--- src/rtl/core/pphist_pkg.sv ---
// pphist_pkg: beat types, action and status codes and sizing constants
// for the ping-pong packet history; no dependencies
package pphist_pkg;

    localparam int BANK_DEPTH    = 16;
    localparam int PAYLOAD_WIDTH = 64;

    localparam int HELD_MAX = 2 * BANK_DEPTH;
    localparam int FILL_W   = $clog2(BANK_DEPTH + 1);
    localparam int HELD_W   = $clog2(HELD_MAX + 1);
    localparam int ADDR_W   = $clog2(HELD_MAX);
    localparam int WORD_W   = PAYLOAD_WIDTH + 32;

    localparam logic [1:0] ACT_PUSH   = 2'd0;
    localparam logic [1:0] ACT_LATEST = 2'd1;
    localparam logic [1:0] ACT_SINCE  = 2'd2;

    localparam logic [1:0] ST_STORED  = 2'd0;
    localparam logic [1:0] ST_NODATA  = 2'd1;
    localparam logic [1:0] ST_SUCCESS = 2'd2;
    localparam logic [1:0] ST_PARTIAL = 2'd3;

    typedef struct packed {
        logic [1:0]  action;
        logic [63:0] payload;
        logic [7:0]  request_total;
        logic [31:0] start_sequence;
    } in_beat_t;

    typedef struct packed {
        logic [1:0]  status;
        logic        has_packet;
        logic [31:0] sequence_number;
        logic [63:0] packet_data;
        logic        last;
    } out_beat_t;

endpackage

--- src/rtl/core/ping_pong_packet_history.sv ---
// ping_pong_packet_history: packet history in two ping-pong banks of one ram
// depends on pphist_pkg and pphist_ram
//
// A push or a query that finds nothing gives one result beat and, with the
// result side ready, the block takes one input beat per cycle. A query that
// returns N packets is decoded as it is taken, then streams one packet per
// cycle from the shared ram read port while the result side takes them; each
// read goes through the ram output register into the result register, and
// the next input beat is taken once the last read has left the ram output
// register. The ram read port sets the streaming rate. There is no clearing
// pass after reset: the fill counts keep every read on a written entry.
module ping_pong_packet_history (
    input  logic                 aclk,
    input  logic                 aresetn,
    input  logic                 s_valid,
    output logic                 s_ready,
    input  pphist_pkg::in_beat_t s_data,
    output logic                 m_valid,
    input  logic                 m_ready,
    output pphist_pkg::out_beat_t m_data
);
    import pphist_pkg::*;

    localparam logic S_IDLE   = 1'b0;
    localparam logic S_STREAM = 1'b1;

    logic              state_reg, state_next;
    logic              bank_reg, bank_next;
    logic [FILL_W-1:0] wfill_reg, wfill_next;
    logic [FILL_W-1:0] rfill_reg, rfill_next;
    logic [31:0]       next_seq_reg, next_seq_next;
    logic [31:0]       oldest_reg, oldest_next;
    logic [HELD_W-1:0] pos_reg, pos_next;
    logic [1:0]        qstat_reg, qstat_next;
    logic              pend_reg, pend_next;
    logic              pend_last_reg, pend_last_next;
    logic              m_valid_reg, m_valid_next;
    out_beat_t         m_data_reg, m_data_next;

    logic [HELD_W-1:0] held;
    logic              in_fire;
    logic              out_free;
    logic              issue;
    logic              q_nodata;
    logic [HELD_W-1:0] q_first;
    logic [1:0]        q_status;
    logic [31:0]       offset;
    logic [FILL_W-1:0] wfill_inc;
    logic [ADDR_W-1:0] bank_base;
    logic [ADDR_W-1:0] rbank_base;
    logic [ADDR_W-1:0] waddr;
    logic [ADDR_W-1:0] raddr;
    logic [WORD_W-1:0] rdata;
    logic              is_push;

    assign held     = HELD_W'(rfill_reg) + HELD_W'(wfill_reg);
    assign out_free = !m_valid_reg || m_ready;
    assign s_ready  = (state_reg == S_IDLE) && !pend_reg && out_free;
    assign in_fire  = s_valid && s_ready;
    assign is_push  = (s_data.action == ACT_PUSH);
    assign issue    = (state_reg == S_STREAM) && (!pend_reg || out_free);
    assign offset   = s_data.start_sequence - oldest_reg;
    assign wfill_inc = wfill_reg + FILL_W'(1);

    assign bank_base  = bank_reg ? ADDR_W'(BANK_DEPTH) : '0;
    assign rbank_base = bank_reg ? '0 : ADDR_W'(BANK_DEPTH);
    assign waddr      = bank_base + ADDR_W'(wfill_reg);

    always_comb begin
        if (pos_reg < HELD_W'(rfill_reg)) begin
            raddr = rbank_base + ADDR_W'(pos_reg);
        end else begin
            raddr = bank_base + ADDR_W'(pos_reg - HELD_W'(rfill_reg));
        end
    end

    // query decode
    always_comb begin
        q_nodata = 1'b1;
        q_first  = '0;
        q_status = ST_NODATA;
        unique case (s_data.action)
            ACT_LATEST: begin
                if (s_data.request_total != 8'd0 && held != '0) begin
                    q_nodata = 1'b0;
                    if (s_data.request_total <= 8'(held)) begin
                        q_first  = held - HELD_W'(s_data.request_total);
                        q_status = ST_SUCCESS;
                    end else begin
                        q_status = ST_PARTIAL;
                    end
                end
            end
            ACT_SINCE: begin
                if (held != '0) begin
                    if (offset < 32'(held)) begin
                        q_nodata = 1'b0;
                        q_first  = HELD_W'(offset);
                        q_status = ST_SUCCESS;
                    end else if (s_data.start_sequence < oldest_reg) begin
                        q_nodata = 1'b0;
                        q_status = ST_PARTIAL;
                    end
                end
            end
            default: begin
                q_nodata = 1'b1;
            end
        endcase
    end

    always_comb begin
        state_next     = state_reg;
        bank_next      = bank_reg;
        wfill_next     = wfill_reg;
        rfill_next     = rfill_reg;
        next_seq_next  = next_seq_reg;
        oldest_next    = oldest_reg;
        pos_next       = pos_reg;
        qstat_next     = qstat_reg;
        pend_next      = pend_reg;
        pend_last_next = pend_last_reg;
        m_valid_next   = m_valid_reg;
        m_data_next    = m_data_reg;

        if (m_ready) begin
            m_valid_next = 1'b0;
        end

        unique case (state_reg)
            S_IDLE: begin
                if (in_fire) begin
                    m_valid_next = 1'b1;
                    m_data_next  = '0;
                    m_data_next.last = 1'b1;
                    if (is_push) begin
                        m_data_next.status          = ST_STORED;
                        m_data_next.sequence_number = next_seq_reg;
                        next_seq_next = next_seq_reg + 32'd1;
                        if (wfill_inc == FILL_W'(BANK_DEPTH)) begin
                            bank_next   = !bank_reg;
                            rfill_next  = FILL_W'(BANK_DEPTH);
                            wfill_next  = '0;
                            oldest_next = next_seq_reg + 32'd1 - 32'(BANK_DEPTH);
                        end else begin
                            wfill_next = wfill_inc;
                        end
                    end else if (q_nodata) begin
                        m_data_next.status = ST_NODATA;
                    end else begin
                        m_valid_next = m_valid_reg && !m_ready;
                        m_data_next  = m_data_reg;
                        pos_next     = q_first;
                        qstat_next   = q_status;
                        state_next   = S_STREAM;
                    end
                end
            end
            S_STREAM: begin
                if (issue) begin
                    pend_last_next = (pos_reg == held - HELD_W'(1));
                    pos_next       = pos_reg + HELD_W'(1);
                    if (pos_reg == held - HELD_W'(1)) begin
                        state_next = S_IDLE;
                    end
                end
            end
            default: begin
                state_next = S_IDLE;
            end
        endcase

        // ram output register into the result register
        if (pend_reg && out_free) begin
            m_valid_next                = 1'b1;
            m_data_next.status          = qstat_reg;
            m_data_next.has_packet      = 1'b1;
            m_data_next.sequence_number = rdata[WORD_W-1:PAYLOAD_WIDTH];
            m_data_next.packet_data     = 64'(rdata[PAYLOAD_WIDTH-1:0]);
            m_data_next.last            = pend_last_reg;
            pend_next                   = 1'b0;
        end
        if (issue) begin
            pend_next = 1'b1;
        end
    end

    always_ff @(posedge aclk) begin
        if (!aresetn) begin
            state_reg     <= S_IDLE;
            bank_reg      <= 1'b0;
            wfill_reg     <= '0;
            rfill_reg     <= '0;
            next_seq_reg  <= '0;
            oldest_reg    <= '0;
            pend_reg      <= 1'b0;
            m_valid_reg   <= 1'b0;
        end else begin
            state_reg     <= state_next;
            bank_reg      <= bank_next;
            wfill_reg     <= wfill_next;
            rfill_reg     <= rfill_next;
            next_seq_reg  <= next_seq_next;
            oldest_reg    <= oldest_next;
            pend_reg      <= pend_next;
            m_valid_reg   <= m_valid_next;
        end
    end

    always_ff @(posedge aclk) begin
        pos_reg       <= pos_next;
        qstat_reg     <= qstat_next;
        pend_last_reg <= pend_last_next;
        m_data_reg    <= m_data_next;
    end

    pphist_ram #(
        .WIDTH (WORD_W),
        .DEPTH (HELD_MAX)
    ) u_store (
        .aclk  (aclk),
        .we    (in_fire && is_push),
        .waddr (waddr),
        .wdata ({next_seq_reg, s_data.payload[PAYLOAD_WIDTH-1:0]}),
        .re    (issue),
        .raddr (raddr),
        .rdata (rdata)
    );

    assign m_valid = m_valid_reg;
    assign m_data  = m_data_reg;

`ifndef NO_ASSERTIONS
    a_wfill_range: assert property (@(posedge aclk) disable iff (!aresetn)
        wfill_reg < FILL_W'(BANK_DEPTH))
        else $error("write bank fill out of range");

    a_rfill_value: assert property (@(posedge aclk) disable iff (!aresetn)
        rfill_reg == '0 || rfill_reg == FILL_W'(BANK_DEPTH))
        else $error("read bank fill neither empty nor full");

    a_no_accept_pending: assert property (@(posedge aclk) disable iff (!aresetn)
        s_ready |-> !pend_reg && state_reg == S_IDLE)
        else $error("input taken while a read is outstanding");

    a_read_in_range: assert property (@(posedge aclk) disable iff (!aresetn)
        issue |-> pos_reg < held)
        else $error("ram read beyond held packets");
`endif

endmodule

--- src/rtl/core/pphist_ram.sv ---
// pphist_ram: generic simple dual-port ram, one write and one registered read port
// no dependencies
module pphist_ram #(
    parameter int WIDTH = 8,
    parameter int DEPTH = 16
) (
    input  logic                     aclk,
    input  logic                     we,
    input  logic [$clog2(DEPTH)-1:0] waddr,
    input  logic [WIDTH-1:0]         wdata,
    input  logic                     re,
    input  logic [$clog2(DEPTH)-1:0] raddr,
    output logic [WIDTH-1:0]         rdata
);

    logic [WIDTH-1:0] mem [DEPTH];
    logic [WIDTH-1:0] rdata_reg;

    always_ff @(posedge aclk) begin
        if (we) begin
            mem[waddr] <= wdata;
        end
        if (re) begin
            rdata_reg <= mem[raddr];
        end
    end

    assign rdata = rdata_reg;

endmodule
--- config.mk ---
export PLATFORM = sky130hd
export DESIGN_NAME = ping_pong_packet_history
export DESIGN_NICKNAME = d
export VERILOG_FILES = /design/src/rtl/core/pphist_pkg.sv /design/src/rtl/core/ping_pong_packet_history.sv /design/src/rtl/core/pphist_ram.sv
export SDC_FILE = /design/constraint.sdc
export NUM_CORES = 2
export LEC_CHECK = 0
export ABC_AREA = 0
export BUFFER_PORTS_ARGS = -buffer_cell sky130_fd_sc_hd__buf_2
export CORE_ASPECT_RATIO = 1.2
export CORE_MARGIN = 2
export CORE_UTILIZATION = 46
export CTS_CLUSTER_SIZE = 40
export DETAILED_ROUTE_END_ITERATION = 7
export PLACE_DENSITY_LB_ADDON = 0.12
export SLEW_MARGIN = 0
export SYNTH_ARGS = -nofsm -noshare
export SYNTH_HDL_FRONTEND = slang
export SYNTH_SLANG_ARGS = --single-unit
--- constraint.sdc ---
create_clock -name aclk -period 8.9 [get_ports aclk]
set_input_delay 1.78 -clock aclk [delete_from_list [all_inputs] [get_ports aclk]]
set_output_delay 1.78 -clock aclk [all_outputs]
set_load 0.02 [all_outputs]
Word level (Yosys, flattened, before mapping)
Memory sizes are Yosys's and may differ from the RTL's. A register that Yosys moved wholly into a read port is not among the register bits.
Cells that the tools add are included.
- memories kept: 1
- RAM bits: 3072
- output and inout bits: 102
- input bits: 110
- logic and storage cells: 123
- register bits: 183
- memories (name ; words ; bits a word ; read ports ; clocked after memory_dff ; write ports ; line ; source):
    u_store.mem ; 32 ; 96 ; 1 ; 1 ; 1 ; pphist_ram.sv:16 ; logic [WIDTH-1:0] mem [DEPTH];
- bitwise gates (word level): 3
- mux-type cells: 50
- add/sub/neg operators: 12
- $lt $le $gt $ge: 4
- reductions and logical operators: 28
- equality and inequality tests: 9
- operators by type and width (cell ; number):
    100-bit 2-to-1 mux ; 3
    98-bit 2-to-1 mux ; 1
    65-bit 2-to-1 mux ; 1
    6-bit 2-to-1 mux ; 8
    32-bit by 1-bit adder with 32-bit output, second input constant ; 1
    32-bit less-than comparator ; 1
    32-bit by 6-bit less-than comparator with 1-bit output ; 1
    32-bit 2-to-1 mux ; 1
    32-bit subtractor ; 1
    32-bit by 5-bit subtractor with 32-bit output, second input constant ; 1
    6-bit case mux with 2 select lines ; 2
    1-bit 2-to-1 mux ; 21
    5-bit 2-to-1 mux ; 4
    5-bit adder ; 3
    2-bit 2-to-1 mux ; 6
    4-bit AND reduction ; 3
    3-bit AND reduction ; 3
    8-bit by 6-bit <= comparator with 1-bit output ; 1
    1-bit logical AND ; 8
    8-bit nonzero test ; 1
    5-bit by 5-bit adder with 6-bit output ; 1
    6-bit by 1-bit adder with 6-bit output, second input constant ; 1
    6-bit == test ; 1
    6-bit by 5-bit less-than comparator with 1-bit output ; 1
    other kinds (19) ; 31

Logic depth before layout (Yosys ltp)
- word-level depth: 10
- mapped depth: 19
- mapped depth without buffers: 19

Modules after synthesis
A second synthesis with hierarchy kept.
- cell total of the unflattened synthesis: 6881
- area, all modules: 130975.6 µm²
- by module, submodules not included (module ; cells an instance ; sequential area each (µm²) ; times used ; area each (µm²)):
    pphist_ram ; 5604 ; 95131.2 ; 1 ; 119453.3
    ping_pong_packet_history ; 1277 ; 4744.6 ; 1 ; 11522.3

Least setup slack after synthesis
No wires, ideal clock.
- path kind: input to register
- from: input s_data[0] in the netlist's numbering
- to: register m_data_reg, in the netlist m_data[0], enable pin
- cell stages on the path: 18
- path buffers: 0
- path slack: -0.591 ns
- data arrival time: 8.901 ns
- required time: 8.310 ns
- library setup time: 0.590 ns
- cell sequence: inv_1 -> ha_1 -> fa_1 -> nand2b_1 -> nand2b_1 -> a21o_1 -> xnor2_1 -> inv_1 -> ha_1 -> a311o_1 -> a211oi_1 -> nand3_1 -> nor4_1 -> nand4_1 -> nor3_1 -> and4_1 -> a211o_1 -> a21oi_1
- cells in the longest elaborated chain, start to end: 7
- elaborated cells between the ends (all ways): 9
- those cells by class: add/sub: 1; order compare: 2; mux: 4; reduce/logical: 2
- ends and longest elaborated chain (element ; line ; source):
    from (decl) ; ping_pong_packet_history.sv:17 ; input pphist_pkg::in_beat_t s_data,
    32-bit subtractor or 32-bit less-than comparator (tied branches) ; ping_pong_packet_history.sv:62, ping_pong_packet_history.sv:100 ;
    32-bit by 6-bit less-than comparator with 1-bit output or 1-bit 2-to-1 mux (tied branches) ; ping_pong_packet_history.sv:96, ping_pong_packet_history.sv:100 ;
    1-bit 2-to-1 mux (*) ; ping_pong_packet_history.sv:96 ; if (offset < 32'(held)) begin
    1-bit 2-to-1 mux (*) ; ping_pong_packet_history.sv:95 ; if (held != '0) begin
    1-bit case mux with 2 select lines (*) ; ping_pong_packet_history.sv:82 ; unique case (s_data.action)
    3-bit nonzero test (no source line) (*) ; - ;
    3-bit AND reduction (no source line) (*) ; - ;
    to (signal assigned) ; ping_pong_packet_history.sv:214 ; m_data_reg <= m_data_next;
    to (decl) ; ping_pong_packet_history.sv:38 ; out_beat_t m_data_reg, m_data_next;
Every way passes the cells marked *; elsewhere a longest branch is shown, timed or not.
A chain may end at the register's enable or synchronous reset.

Final worst setup path
- from: input s_data[4] in the netlist's numbering
- to: register m_data_reg, in the netlist m_data[45], enable pin
The elaborated chain is that of the path after synthesis.

==> flow_summary_export.csv <==
group,metric,value,unit
cts,cts_setup_buffers,0,
critical_path,r2r_slack,3.42,ns
synthesis,synth_area_leaders,"edfxtp_1 (75%), mux4_2 (17%), dfxtp_1 (1.2%)",
hold_path,hold_start,"oldest_reg[23]",
synthesis,synth.avg_cell_area,22.6,µm²
route,viasPerCell,6.00,
route,avgRoutedWirePerCell,32.5,µm
placed_design,hpwl,169000,µm
cts,cts_tree,"built",
sta,finClkSkew,0.0412,ns
floorplan,io_pins,212,
placed_design,gp_congestion,0.830,
finish,drive_gt1_frac,0.298,
floorplan,die_h,587,µm
finish,final_nets,6340,
power,powerDensity,234,mW/mm²
synthesis,syn_nets,5958,
synthesis,synth_seq_cells,3351,
route,antenna_left,0,
synthesis,yosysUniqueCellTypes,71,
sta,worst_slew_pin_slew,1.19,ns
cts,cts_buffers,337,
cts,clock-sinks,3351,
route,highest_layer,"met5",
global_routing,grt.total_usage,0.228,
hold_path,whs_endpoint,"oldest_reg[23]",
route,firstDrtPassIters,7,
critical_path,endpoint_kind,"flip-flop",
cts,htreeDepth,5,
route,first_iter_violations,6189,
sta,finalHoldViolCount,0,
sta,timing.final.crit_period,5.79,ns
global_routing,grt_pass1_wl,473000,µm
power,p_leak,47.2,nW
critical_path,path_class,"in -> reg",
floorplan,num_rows,214,
synthesis,syn_inst,5781,
global_routing,antenna_found_initial,27,
synthesis,synth_top_area_cell,"edfxtp_1",
finish,syn_to_final_growth,13.0,%
route,met2WireLength,167000,µm
cts,cts.reportedPaths.clkPinSlew,0.06,ns
cts,cts_buffer_depth,4,
cts,postCtsResizedCells,0,
cts,post_cts_hold_buffer_count,0,
finish,fin_util,0.521,
sta,rsz0062_at_grt,"no",
sta,fmax,173,MHz
critical_path,critical-path-max-stage-delay,0.39,ns
route,wl,332000,µm
global_routing,overflow,0,
synthesis,synth_area,0.130,mm²
synthesis,ys_seq_area_frac,0.766,
critical_path,r2r-start,"pos_reg[1]",
critical_path,timing.rr.end,"u_store.rdata[38]",
sta,fin_crit_sh,0.650,
finish,largest_reg_flops,3072,
cts,cts_root_buffer,"clkbuf_16",
critical_path,critical-path-slowest-cell,"a21oi_1",
sta,setup-tns-final,0,ns
critical_path,r2r_cells,12,
route,met3_length,17600,µm
sta,slew_violations,0,
cts,clkLatencyLatePin,0.90,ns
route,drc,0,
synthesis,synth-main-ff-cell,"edfxtp_1",
hold_path,min-delay-path-class,"reg -> reg",
synthesis,synth_top_cell_area_share,0.754,
synthesis,yosys_warnings,0,
critical_path,cp_num_buf_inv,4,
global_routing,grt_max_degree,134,
sta,setup_viol,0,
finish,num-fill-cells,22100,
placed_design,io_buffers,211,
run,drv_cap,0,
route,m1WireLength,141000,µm
synthesis,synth_edf_count,3276,
critical_path,cp_data_required_time,9.43,ns
outcome,status,"completed",
sta,slew_headroom,0.206,
critical_path,crit_path_start_kind,"primary input",
hold_path,min_path_cells,2,
synthesis,async_flop_share,0,
floorplan,core-area,0.283,mm²
floorplan,initial_core_util,0.461,
critical_path,cp_max_fo,33,
route,num_vias,61200,
power,ir_drop,0.138,mV
floorplan,die_area,0.288,mm²
critical_path,crit_family,"simple AND/OR/NAND/NOR gates",
critical_path,critPathArrivalTime,6.31,ns
global_routing,grt_pass1_vias,63400,
critical_path,cp_cell_sequence,"buf_2 -> ha_1 -> a21oi_1 -> and2_1 -> xor2_1 -> inv_1 -> ha_1 -> a21o_1 -> a211oi_1 -> o2111a_1 -> nand3_1 -> nor4_1 -> nand4_1 -> nor3_1 -> and4_1 -> a211o_1 -> a21oi_4 -> buf_4 -> buf_4",
floorplan,fp.dieW,490,µm
[cells in the final DEF (no fill, tap or decap), types with 15 or more instances in the layout]
| master | Yosys | routed |
|---|---|---|
| nor2_4 | 0 | 32 |
| a22o_1 | 31 | 31 |
| buf_12 | 0 | 49 |
| clkbuf_16 | 0 | 345 |
| nand2_1 | 144 | 144 |
| nand3_1 | 41 | 41 |
| xnor2_1 | 74 | 74 |
| edfxtp_1 | 3276 | 3276 |
| xor2_1 | 53 | 52 |
| ha_1 | 65 | 65 |
| nor3_1 | 38 | 38 |
| dfxtp_1 | 75 | 72 |
| mux2_2 | 96 | 96 |
| and3_1 | 85 | 84 |
| clkinv_2 | 0 | 49 |
| nand4_1 | 25 | 25 |
| clkbuf_1 | 254 | 75 |
| mux4_2 | 960 | 960 |
| o21ai_0 | 46 | 46 |
| buf_2 | 33 | 211 |
| bufinv_16 | 0 | 16 |
| clkinv_1 | 1 | 75 |
| a21oi_1 | 83 | 80 |
| nor2_1 | 123 | 91 |
| a21o_1 | 15 | 15 |
| inv_1 | 68 | 68 |
| buf_4 | 1 | 95 |
[logic make-up after synthesis]
| group | count (synthesis) | share of synthesized area |
|---|---|---|
| flops | 3351 | 0.766 |
| mux | 1059 | 0.174 |
| simple gates | 531 | 0.0204 |
| buf+inv | 382 | 0.0113 |
| compound gates | 264 | 0.0135 |
| xor+xnor | 127 | 0.00853 |
| fa+ha+maj | 67 | 0.00654 |
[per-stage QoR]
stage / std cells / setup slack, ns / hold WS [ns] / total power [mW] / instance area [µm²]
2_1_floorplan: 5781 / 0.867 / 0.432 / 20.1 / 130000
3_3_place_gp: 9603 / 2.18 / 0.442 / 21.3 / 137000
3_5_place_dp: 9604 / 2.19 / 0.446 / 21.3 / 137000
4_1_cts: 10200 / 3.14 / 0.453 / 34.9 / 147000
5_1_grt: 10200 / 2.80 / 0.473 / 35.6 / 147000
6_report: 10200 / 3.11 / 0.450 / 34.5 / 147000
[tightest hold or removal path, cell delays in order (launching register included)]
cell,delay [ns]
dfxtp_1,0.31
nand2_1,0.05
a21oi_1,0.05
[metal layers]
layer  GRT usage  vias up
met4      0.0513       10
met1       0.323    33700
met3      0.0304      400
met2       0.381     1857
li1            -    25200
met5           0        -
[worst max path at each step]
stage	from	endpoint	slack [ns]	cells after the start
after floorplan	m_ready	u_store.mem[12][0]	0.87	8
after global placement	s_data[4]	m_data[47]	2.18	19
after detailed placement	s_data[4]	m_data[50]	2.19	19
after CTS	s_data[4]	m_data[53]	3.14	19
after global routing	s_data[4]	m_data[53]	2.80	19
final	s_data[4]	m_data[45]	3.11	19
[synth_stat cells (5+ instances only)]
| cell | number |
|---|---|
| a211oi_1 | 12 |
| a21o_1 | 15 |
| a21oi_1 | 83 |
| a22o_1 | 31 |
| a311oi_1 | 5 |
| a31oi_1 | 11 |
| and2_1 | 8 |
| and3_1 | 85 |
| and4_1 | 8 |
| buf_1 | 24 |
| buf_2 | 33 |
| clkbuf_1 | 254 |
| dfxtp_1 | 75 |
| edfxtp_1 | 3276 |
| ha_1 | 65 |
| inv_1 | 68 |
| mux2_2 | 96 |
| mux4_2 | 960 |
| nand2_1 | 144 |
| nand2b_1 | 13 |
| nand3_1 | 41 |
| nand4_1 | 25 |
| nor2_1 | 123 |
| nor2b_1 | 5 |
| nor3_1 | 38 |
| nor4_1 | 10 |
| o211ai_1 | 7 |
| o21a_1 | 9 |
| o21ai_0 | 46 |
| o221ai_1 | 6 |
| or3_1 | 7 |
| or4_1 | 6 |
| xnor2_1 | 74 |
| xor2_1 | 53 |
[cell type report]
type	instances	area, µm²	area share
clock buffers	428	9020	0.0612
multi-input cells	2048	29400	0.200
flip-flops and latches	3351	99900	0.677
clock inverters	167	1330	0.00904
well taps	3780	4730	0.0321
diodes	8	20.0	0.000136
inverters	70	263	0.00178
repair buffers	355	2750	0.0187
[power breakdown]
part / switching, mW / leakage (nW) / internal, mW
registers: 0.0523 / 31.2 / 17.4
logic: 1.89 / 10.9 / 1.58
clock network: 5.92 / 5.07 / 7.65
Power figures use the tool's default switching activity.
